`config.mk`:
```
export PLATFORM = sky130hd
export DESIGN_NAME = serpentine_led_panel_mapper
export DESIGN_NICKNAME = d
export VERILOG_FILES = /design/src/hw/rtl/slpm_pkg.sv /design/src/hw/rtl/slpm_cfg.sv /design/src/hw/rtl/slpm_window.sv /design/src/hw/rtl/slpm_index.sv /design/src/hw/rtl/serpentine_led_panel_mapper.sv
export SDC_FILE = /design/constraint.sdc
export NUM_CORES = 1
export LEC_CHECK = 0
export ABC_CLOCK_PERIOD_IN_PS = 6390
export BUFFER_PORTS_ARGS = -buffer_cell sky130_fd_sc_hd__buf_2
export CAP_MARGIN = 20
export CORE_MARGIN = 2
export CORE_UTILIZATION = 30
export CTS_CLUSTER_DIAMETER = 200
export CTS_CLUSTER_SIZE = 10
export DETAILED_ROUTE_END_ITERATION = 10
export HOLD_SLACK_MARGIN = 0.08
export SYNTH_ARGS = -nofsm -noshare
export SYNTH_HDL_FRONTEND = slang
export SYNTH_HIERARCHICAL = 1
export SYNTH_SLANG_ARGS = --single-unit
```
`constraint.sdc`:
```
create_clock -name clk -period 6.39 [get_ports clk]
set_input_delay 0.639 -clock clk [delete_from_list [all_inputs] [get_ports clk]]
set_output_delay 0.639 -clock clk [all_outputs]
set_load 0.01 [all_outputs]
```
`src/hw/rtl/slpm_pkg.sv`:
```
// ----------------------------------------------------------------------------
// slpm_pkg
// Shared constants, register codes and stage types of the serpentine LED
// panel mapper.
// ----------------------------------------------------------------------------
package slpm_pkg;

  localparam int MAX_LEDS      = 4096;
  localparam int BITMAP_DIM    = 256;
  localparam int MAX_PANEL_DIM = 64;

  // Fixed field widths.
  localparam int PIX_W   = 8;
  localparam int COLOR_W = 8;
  localparam int BASE_W  = 12;
  localparam int SIZE_W  = 7;
  localparam int CFG_IDX_W  = 3;
  localparam int CFG_DATA_W = 12;

  // Widths that follow from the limits.
  localparam int DIM_W   = $clog2(MAX_PANEL_DIM + 1);
  localparam int COORD_W = $clog2(MAX_PANEL_DIM);
  localparam int LED_W   = $clog2(MAX_LEDS);
  localparam int PROD_W  = COORD_W + DIM_W;
  localparam int SUM_W   = ((LED_W > PROD_W) ? LED_W : PROD_W) + 1;

  typedef enum logic [CFG_IDX_W-1:0] {
    REG_LED_BASE      = 3'd0,
    REG_PANEL_LEFT    = 3'd1,
    REG_PANEL_TOP     = 3'd2,
    REG_PANEL_WIDTH   = 3'd3,
    REG_PANEL_HEIGHT  = 3'd4,
    REG_WRAP_MODE     = 3'd5,
    REG_ORIGIN_CORNER = 3'd6
  } reg_idx_t;

  typedef enum logic {
    WRAP_ROWS = 1'b0,
    WRAP_COLS = 1'b1
  } wrap_t;

  typedef enum logic [1:0] {
    CORNER_TL = 2'd0,
    CORNER_TR = 2'd1,
    CORNER_BR = 2'd2,
    CORNER_BL = 2'd3
  } corner_t;

  typedef struct packed {
    logic [BASE_W-1:0] led_base;
    logic [PIX_W-1:0]  panel_left;
    logic [PIX_W-1:0]  panel_top;
    logic [SIZE_W-1:0] panel_width;
    logic [SIZE_W-1:0] panel_height;
    wrap_t             wrap_mode;
    corner_t           origin_corner;
  } cfg_t;

  typedef struct packed {
    logic s1;
    logic s2;
    logic s3;
  } adv_t;

  typedef struct packed {
    logic [COLOR_W-1:0] red;
    logic [COLOR_W-1:0] green;
    logic [COLOR_W-1:0] blue;
  } rgb_t;

  typedef struct packed {
    logic               win_hit;
    logic [COORD_W-1:0] cx;
    logic [COORD_W-1:0] cy;
    logic [DIM_W-1:0]   w;
    logic [DIM_W-1:0]   h;
    rgb_t               rgb;
  } s1_t;

  typedef struct packed {
    logic              win_hit;
    logic [PROD_W-1:0] pos;
    rgb_t              rgb;
  } s3_t;

endpackage

```
`src/hw/rtl/slpm_cfg.sv`:
```
// ----------------------------------------------------------------------------
// slpm_cfg
// Configuration register file of the panel mapper.
// ----------------------------------------------------------------------------
module slpm_cfg (
  input  logic                             clk,
  input  logic                             rst_n,
  input  logic                             wr_en,
  input  logic [slpm_pkg::CFG_IDX_W-1:0]   wr_idx,
  input  logic [slpm_pkg::CFG_DATA_W-1:0]  wr_data,
  output slpm_pkg::cfg_t                   cfg
);

  slpm_pkg::cfg_t cfg_r;

  always_ff @(posedge clk) begin
    if (!rst_n) begin
      cfg_r.led_base      <= '0;
      cfg_r.panel_left    <= '0;
      cfg_r.panel_top     <= '0;
      cfg_r.panel_width   <= slpm_pkg::SIZE_W'(8);
      cfg_r.panel_height  <= slpm_pkg::SIZE_W'(8);
      cfg_r.wrap_mode     <= slpm_pkg::WRAP_ROWS;
      cfg_r.origin_corner <= slpm_pkg::CORNER_TL;
    end else if (wr_en) begin
      case (wr_idx)
        slpm_pkg::REG_LED_BASE:
          cfg_r.led_base <= wr_data[slpm_pkg::BASE_W-1:0];
        slpm_pkg::REG_PANEL_LEFT:
          cfg_r.panel_left <= wr_data[slpm_pkg::PIX_W-1:0];
        slpm_pkg::REG_PANEL_TOP:
          cfg_r.panel_top <= wr_data[slpm_pkg::PIX_W-1:0];
        slpm_pkg::REG_PANEL_WIDTH:
          cfg_r.panel_width <= wr_data[slpm_pkg::SIZE_W-1:0];
        slpm_pkg::REG_PANEL_HEIGHT:
          cfg_r.panel_height <= wr_data[slpm_pkg::SIZE_W-1:0];
        slpm_pkg::REG_WRAP_MODE:
          cfg_r.wrap_mode <= slpm_pkg::wrap_t'(wr_data[0]);
        slpm_pkg::REG_ORIGIN_CORNER:
          cfg_r.origin_corner <= slpm_pkg::corner_t'(wr_data[1:0]);
        default: ;  // drop writes to unknown indexes
      endcase
    end
  end

  assign cfg = cfg_r;

endmodule

```
`src/hw/rtl/slpm_window.sv`:
```
// ----------------------------------------------------------------------------
// slpm_window
// Stage 1: clamp the panel size, test the window and take panel offsets.
// ----------------------------------------------------------------------------
module slpm_window (
  input  logic                          clk,
  input  logic                          load,
  input  slpm_pkg::cfg_t                cfg,
  input  logic [slpm_pkg::PIX_W-1:0]    pixel_x,
  input  logic [slpm_pkg::PIX_W-1:0]    pixel_y,
  input  slpm_pkg::rgb_t                rgb,
  output slpm_pkg::s1_t                 s1
);

  logic [slpm_pkg::PIX_W:0]   dx;
  logic [slpm_pkg::PIX_W:0]   dy;
  logic [slpm_pkg::DIM_W-1:0] w_clamp;
  logic [slpm_pkg::DIM_W-1:0] h_clamp;
  logic                       in_bitmap;
  logic                       in_x;
  logic                       in_y;
  slpm_pkg::s1_t              s1_nxt;
  slpm_pkg::s1_t              s1_r;

  always_comb begin
    w_clamp = (32'(cfg.panel_width) > slpm_pkg::MAX_PANEL_DIM) ?
              slpm_pkg::DIM_W'(slpm_pkg::MAX_PANEL_DIM) : slpm_pkg::DIM_W'(cfg.panel_width);
    h_clamp = (32'(cfg.panel_height) > slpm_pkg::MAX_PANEL_DIM) ?
              slpm_pkg::DIM_W'(slpm_pkg::MAX_PANEL_DIM) : slpm_pkg::DIM_W'(cfg.panel_height);
    dx = {1'b0, pixel_x} - {1'b0, cfg.panel_left};
    dy = {1'b0, pixel_y} - {1'b0, cfg.panel_top};
    in_bitmap = (32'(pixel_x) < slpm_pkg::BITMAP_DIM) && (32'(pixel_y) < slpm_pkg::BITMAP_DIM);
    // borrow out means the pixel lies left of or above the window
    in_x = !dx[slpm_pkg::PIX_W] && (32'(dx[slpm_pkg::PIX_W-1:0]) < 32'(w_clamp));
    in_y = !dy[slpm_pkg::PIX_W] && (32'(dy[slpm_pkg::PIX_W-1:0]) < 32'(h_clamp));
    s1_nxt.win_hit = in_bitmap && in_x && in_y;
    s1_nxt.cx      = dx[slpm_pkg::COORD_W-1:0];
    s1_nxt.cy      = dy[slpm_pkg::COORD_W-1:0];
    s1_nxt.w       = w_clamp;
    s1_nxt.h       = h_clamp;
    s1_nxt.rgb     = rgb;
  end

  always_ff @(posedge clk) begin
    if (load) begin
      s1_r <= s1_nxt;
    end
  end

  assign s1 = s1_r;

endmodule

```
`src/hw/rtl/slpm_index.sv`:
```
// ----------------------------------------------------------------------------
// slpm_index
// Stages 2 and 3: orient to the origin corner, pick the serpentine axis,
// then form the offset inside the panel.
// ----------------------------------------------------------------------------
module slpm_index (
  input  logic            clk,
  input  slpm_pkg::adv_t  adv,
  input  slpm_pkg::cfg_t  cfg,
  input  slpm_pkg::s1_t   s1,
  output slpm_pkg::s3_t   s3
);

  typedef struct packed {
    logic                         win_hit;
    logic [slpm_pkg::COORD_W-1:0] major;
    logic [slpm_pkg::COORD_W-1:0] minor;
    logic [slpm_pkg::DIM_W-1:0]   len;
    slpm_pkg::rgb_t               rgb;
  } s2_t;

  logic [slpm_pkg::DIM_W-1:0]   w_m1;
  logic [slpm_pkg::DIM_W-1:0]   h_m1;
  logic [slpm_pkg::COORD_W-1:0] cx_o;
  logic [slpm_pkg::COORD_W-1:0] cy_o;
  logic                         flip_x;
  logic                         flip_y;
  s2_t                          s2_nxt;
  s2_t                          s2_r;
  slpm_pkg::s3_t                s3_nxt;
  slpm_pkg::s3_t                s3_r;

  // stage 2: corner orientation and serpentine reversal
  always_comb begin
    w_m1   = s1.w - slpm_pkg::DIM_W'(1);
    h_m1   = s1.h - slpm_pkg::DIM_W'(1);
    flip_x = (cfg.origin_corner == slpm_pkg::CORNER_TR) ||
             (cfg.origin_corner == slpm_pkg::CORNER_BR);
    flip_y = (cfg.origin_corner == slpm_pkg::CORNER_BR) ||
             (cfg.origin_corner == slpm_pkg::CORNER_BL);
    cx_o = flip_x ? slpm_pkg::COORD_W'(w_m1 - slpm_pkg::DIM_W'(s1.cx)) : s1.cx;
    cy_o = flip_y ? slpm_pkg::COORD_W'(h_m1 - slpm_pkg::DIM_W'(s1.cy)) : s1.cy;
    s2_nxt.win_hit = s1.win_hit;
    s2_nxt.rgb     = s1.rgb;
    unique case (cfg.wrap_mode)
      slpm_pkg::WRAP_ROWS: begin
        s2_nxt.major = cy_o;
        s2_nxt.len   = s1.w;
        s2_nxt.minor = cy_o[0] ? slpm_pkg::COORD_W'(w_m1 - slpm_pkg::DIM_W'(cx_o)) : cx_o;
      end
      slpm_pkg::WRAP_COLS: begin
        s2_nxt.major = cx_o;
        s2_nxt.len   = s1.h;
        s2_nxt.minor = cx_o[0] ? slpm_pkg::COORD_W'(h_m1 - slpm_pkg::DIM_W'(cy_o)) : cy_o;
      end
      default: begin
        s2_nxt.major = cy_o;
        s2_nxt.len   = s1.w;
        s2_nxt.minor = cx_o;
      end
    endcase
  end

  // stage 3: line number times line length plus position in the line
  always_comb begin
    s3_nxt.win_hit = s2_r.win_hit;
    s3_nxt.rgb     = s2_r.rgb;
    s3_nxt.pos     = slpm_pkg::PROD_W'(s2_r.major) * slpm_pkg::PROD_W'(s2_r.len) +
                     slpm_pkg::PROD_W'(s2_r.minor);
  end

  always_ff @(posedge clk) begin
    if (adv.s2) begin
      s2_r <= s2_nxt;
    end
    if (adv.s3) begin
      s3_r <= s3_nxt;
    end
  end

  assign s3 = s3_r;

endmodule

```
`src/hw/rtl/serpentine_led_panel_mapper.sv`:
```
// ----------------------------------------------------------------------------
// serpentine_led_panel_mapper
// Maps a bitmap pixel to the strip index of one zigzag-wired LED panel.
// ----------------------------------------------------------------------------
// Usage:
//   Pixels enter on the in_ channel (in_valid / in_stall) with their bitmap
//   coordinates and color. Each pixel gives exactly one result beat on the
//   out_ channel (out_valid / out_stall): the LED index, the color and hit.
//   A miss (outside the window or past the LED store) returns all zeros.
//   Panel geometry is set through the cfg_ write port, always ready; write
//   it only while no pixel is in flight.
//   A beat passes through registered stages from input to output: window
//   test, corner and serpentine orientation, multiply-add of the panel
//   offset, then the base add and range check in the output register.
//   Throughput is one pixel per clock while out_stall is low; the multiply
//   stage bounds the clock. When the receiver stalls, stages fill up behind
//   the output register and in_stall rises only once every stage holds a
//   beat; bubbles collapse. Reset (rst_n low, synchronous) empties the
//   pipeline and loads the register defaults: an 8 by 8 panel at the
//   bitmap origin, base 0, row-wise wiring from the top-left corner.
// ----------------------------------------------------------------------------
module serpentine_led_panel_mapper (
  input  logic                             clk,
  input  logic                             rst_n,
  input  logic                             in_valid,
  output logic                             in_stall,
  input  logic [slpm_pkg::PIX_W-1:0]       in_pixel_x,
  input  logic [slpm_pkg::PIX_W-1:0]       in_pixel_y,
  input  logic [slpm_pkg::COLOR_W-1:0]     in_red_in,
  input  logic [slpm_pkg::COLOR_W-1:0]     in_green_in,
  input  logic [slpm_pkg::COLOR_W-1:0]     in_blue_in,
  output logic                             out_valid,
  input  logic                             out_stall,
  output logic [slpm_pkg::BASE_W-1:0]      out_led_index,
  output logic [slpm_pkg::COLOR_W-1:0]     out_red_out,
  output logic [slpm_pkg::COLOR_W-1:0]     out_green_out,
  output logic [slpm_pkg::COLOR_W-1:0]     out_blue_out,
  output logic                             out_hit,
  input  logic                             cfg_valid,
  output logic                             cfg_ready,
  input  logic [slpm_pkg::CFG_IDX_W-1:0]   cfg_index,
  input  logic [slpm_pkg::CFG_DATA_W-1:0]  cfg_data
);

  slpm_pkg::cfg_t cfg;
  slpm_pkg::adv_t adv;
  slpm_pkg::rgb_t in_rgb;
  slpm_pkg::s1_t  s1;
  slpm_pkg::s3_t  s3;

  logic v1_r;
  logic v2_r;
  logic v3_r;
  logic v4_r;
  logic rdy1;
  logic rdy2;
  logic rdy3;
  logic rdy4;
  logic load4;

  logic [slpm_pkg::SUM_W-1:0]   idx_sum;
  logic                         hit_nxt;
  logic [slpm_pkg::BASE_W-1:0]  led_index_r;
  slpm_pkg::rgb_t               rgb_r;
  logic                         hit_r;

  assign cfg_ready = 1'b1;

  slpm_cfg u_cfg (
    .clk     (clk),
    .rst_n   (rst_n),
    .wr_en   (cfg_valid && cfg_ready),
    .wr_idx  (cfg_index),
    .wr_data (cfg_data),
    .cfg     (cfg)
  );

  // A stage can take a beat when it is empty or its beat moves on.
  assign rdy4 = !v4_r || !out_stall;
  assign rdy3 = !v3_r || rdy4;
  assign rdy2 = !v2_r || rdy3;
  assign rdy1 = !v1_r || rdy2;
  assign in_stall = !rdy1;

  assign adv.s1 = rdy1 && in_valid;
  assign adv.s2 = rdy2 && v1_r;
  assign adv.s3 = rdy3 && v2_r;
  assign load4  = rdy4 && v3_r;

  always_ff @(posedge clk) begin
    if (!rst_n) begin
      v1_r <= 1'b0;
      v2_r <= 1'b0;
      v3_r <= 1'b0;
      v4_r <= 1'b0;
    end else begin
      if (rdy1) begin
        v1_r <= in_valid;
      end
      if (rdy2) begin
        v2_r <= v1_r;
      end
      if (rdy3) begin
        v3_r <= v2_r;
      end
      if (rdy4) begin
        v4_r <= v3_r;
      end
    end
  end

  assign in_rgb.red   = in_red_in;
  assign in_rgb.green = in_green_in;
  assign in_rgb.blue  = in_blue_in;

  slpm_window u_window (
    .clk     (clk),
    .load    (adv.s1),
    .cfg     (cfg),
    .pixel_x (in_pixel_x),
    .pixel_y (in_pixel_y),
    .rgb     (in_rgb),
    .s1      (s1)
  );

  slpm_index u_index (
    .clk (clk),
    .adv (adv),
    .cfg (cfg),
    .s1  (s1),
    .s3  (s3)
  );

  // Stage 4: add the strip base, check the LED store and zero a miss.
  always_comb begin
    idx_sum = slpm_pkg::SUM_W'(cfg.led_base) + slpm_pkg::SUM_W'(s3.pos);
    hit_nxt = s3.win_hit && (idx_sum < slpm_pkg::SUM_W'(slpm_pkg::MAX_LEDS));
  end

  always_ff @(posedge clk) begin
    if (load4) begin
      hit_r       <= hit_nxt;
      led_index_r <= hit_nxt ? slpm_pkg::BASE_W'(idx_sum) : '0;
      rgb_r       <= hit_nxt ? s3.rgb : '0;
    end
  end

  assign out_valid     = v4_r;
  assign out_led_index = led_index_r;
  assign out_red_out   = rgb_r.red;
  assign out_green_out = rgb_r.green;
  assign out_blue_out  = rgb_r.blue;
  assign out_hit       = hit_r;

endmodule
```
==> metrics.cfg <==
[critical_path]
worst_r2r_startpoint=u_index/s2_r[42]
ff2ff_path_depth=13
reg2reg_to=u_index/s3[35]
top_family_by_delay_on_critical_path=adder cells
critical_path.endpoint_type=flip-flop
setup.reg_to_reg.worst_slack_ns=2.03
worst-endpoint-required_ns=6.68
cp_data_arrival_time_ns=4.65
start_kind=flip-flop
cp_cell_sequence=nand2_1 > fa_1 > fa_1 > fa_1 > inv_1 > fa_1 > ha_1 > inv_1 > o21bai_1 > a2111o_1 > a31o_2 > a21oi_1 > xnor2_1
timing.critical_path.slowest_stage_cell=fa_1
worst-setup-path-type=flip-flop to flip-flop
timing.critical_path.slowest_cell_delay_ns=0.54
worst-path-max-fanout=7
critPathBufInv=2
path_common_cell=fa_1

[floorplan]
start_util_pct=30.3
dieArea_um2=40600
floorplan.rows=72
io_pins=100
die_height_um=201
floorplan.core_area_um2=38600
fp.dieW_um=201

[sta]
post-route-period-util_pct=68.3
grt_setup_unrepaired=false
final_hold_viol_count=0
finalCriticalPeriod_ns=4.36
setup-tns-final_ns=0
timing.hold.ws_ns=0.283
skew_ns=0.0127
final-max-slew-violation-count=0
achievable-frequency_mhz=229
max_transition_margin_pct=27.6
worst-slew-pin-transition_ns=1.08
final-setup-viol-count=0

[clock_tree]
number_of_buffers_created_by_cts=25
clk_pin_slew_worst_paths_ns=0.06
cts_tree=done
maximum_clock_insertion_buffer_count=3
postCtsSetupBuffers=0
tritoncts_num_sinks=219
cts.root.buffer_cell=clkbuf_16
post_cts_resized=0
clock_tree.htree_level_count=1
post_cts_hold_buffer_count=0
insertion_delay_ns=0.53

[global_route]
grt_max_degree=63
grt_usage_pct=11.9
overflow=0
vias_in_the_first_global_route=7371
grt_antenna_before_repair=0
grt_first_pass_wirelength_um=38900

[synth]
postSynth.topFlopCell=edfxtp_1
synth_nets=1158
synthesis_warnings=6
synth.avg_cell_area_um2=12.0
ys_ff_latch=219
syn-cell-area_um2=11700
synth_async_sr_flop_share_pct=0
synth_enable_flop_cells=170
post_synth_inst_count=973
synth_cell_types=62
yosysSeqAreaShare_pct=52.1

[placed_design]
numPortBuffers=98
detailed_place_hpwl_um=18000
place_congestion=0.829
place.detailed.instances=1570

[route]
via_per_inst=4.56
detailroute.via_count=7372
firstDrtPassIters=4
route.final.wire_length_um=24300
number_of_remaining_drc_errors=0
drt_first_iter_violations=262
avgRoutedWirePerCell_um=15.0
ant_nets=0

[pwr]
total_power_mw=3.64
p_per_area_nw_per_um2=269
power.ir.vdd_worst_uv=178
leakage_nw=5.61

[worst_hold_path]
holdCritPathClass=input port to flip-flop
whs_path_depth=1
worstHoldStart=in_blue_in[6]
min_delay_worst_endpoint=u_window/s1[6]

[cells_and_area]
instances_no_fill=1618
layout-drive-gt1-share_pct=14.5
number_of_antenna_repair_diodes=0
fin_nets=1266
syn_to_final_growth_pct=15.8

[flow_run]
max-cap-violations=0

[outcome]
outcome=finished, final reports clean

area by class of cell:
class	count	area (µm²)
Inverter	81	304
Timing Repair Buffer	105	556
Multi-Input combinational cell	649	5220
Sequential cell	219	6090
Clock inverter	1	20.0
Clock buffer	45	701
Tap cell	518	648
Fill cell	3856	25000
per-stage QoR:
| stage | setup slack (ns) | instance area (µm²) | utilization [%] |
|---|---|---|---|
| after floorplan | 1.78 | 11700 | - |
| after global placement | 2.13 | 12800 | 33.2 |
| after detailed placement | 2.02 | 12800 | 33.2 |
| after CTS | 2.02 | 13500 | 35.0 |
| after global routing | 1.81 | 13500 | 35.1 |
| final | 2.03 | 13500 | 35.1 |
routing by layer:
metal	part of all wire, %	GRT usage (%)	vias to the layer above
li1	-	-	3662
met1	47	15.6	3536
met2	47	20.6	133
met3	3.1	1.73	41
met4	2.3	3.34	0
met5	0	0	-
kinds of logic (layout without fill, tap and decap cells):
family                     after synthesis  after routing  share of synthesized area, %
other                                    1              1                        0.0321
DFF                                    219            219                          52.1
adders and majority gates              125            125                          15.4
and+or+nand+nor                        273            273                          11.9
muxes                                   61             61                          5.31
AOI/OAI and AO/OA                      145            145                          8.29
buffers and inverters                  105            232                          3.73
xor gates and xnor gates                44             44                          3.30
worst reg2reg max path: cells and delay by family, from the launching register on:
kind	cells	cell delay [ns]
fa+ha+maj	5	2.40
flops	1	0.46
compound gates	4	0.94
simple gates	1	0.13
buf+inv	2	0.12
xor+xnor	1	0.08
state kept, by name (all words and copies together) (netlist names):
signal and flops:
u_index/s3 38, out_led_index 12, v1_r 1, u_window/s1 51, v3_r 1, u_cfg/cfg 45
out_valid 1, u_index/s2_r 44, v2_r 1, out_blue_out 8, out_hit 1, out_red_out 8
out_green_out 8
Yosys cell counts (all sizes together) (4+ instances only):
master,instances,area (µm²)
xnor2,29,254
and3,6,37.5
o211ai,4,30.0
fa,31,621
o31ai,6,45.0
a31oi,4,25.0
buf,12,86.3
o21a,17,128
o21ai,20,100
dfxtp,49,981
xor2,15,131
nor2b,18,113
mux2,8,90.1
mux2i,53,531
nand2,103,387
a211oi,6,45.0
edfxtp,170,5100
clkbuf,12,45.0
a21boi,4,30.0
nor2,43,161
or4,7,67.6
ha,94,1180
inv,81,304
nor3,10,50.1
a21oi,47,235
nand2b,7,43.8
a21o,17,128
and2,57,357
placed cells by master, fill, tap and decap left out, types with 16 or more instances in the layout:
cell and count:
buf_2 98, o21ai_0 20, ha_1 94, mux2i_1 53
clkbuf_16 25, dfxtp_1 49, inv_1 81, nor2_1 43
nand2_1 103, and2_1 57, a21o_1 17, fa_1 31
edfxtp_1 170, a21oi_1 47, clkbuf_1 20, o21a_1 17
xnor2_1 29, nor2b_1 16
power by group:
part | internal [mW] | switching (mW) | leakage, nW | total [mW]
Clock | 0.739 | 0.554 | 0.341 | 1.29
Sequential | 1.62 | 0.0314 | 2.00 | 1.65
Combinational | 0.309 | 0.381 | 3.27 | 0.690
worst max path at each step:
stage / endpoint / depth (start not counted) / startpoint
floorplan: u_index/s2_r[0] / 2 / out_stall
global placement: u_index/s3[35] / 15 / u_index/s2_r[39]
detailed placement: u_index/s3[35] / 13 / u_index/s2_r[42]
CTS: u_index/s3[35] / 13 / u_index/s2_r[42]
global route: u_index/s3[35] / 15 / u_index/s2_r[39]
finish: u_index/s3[35] / 13 / u_index/s2_r[42]
Note: power is estimated with default switching activity, not from simulation.
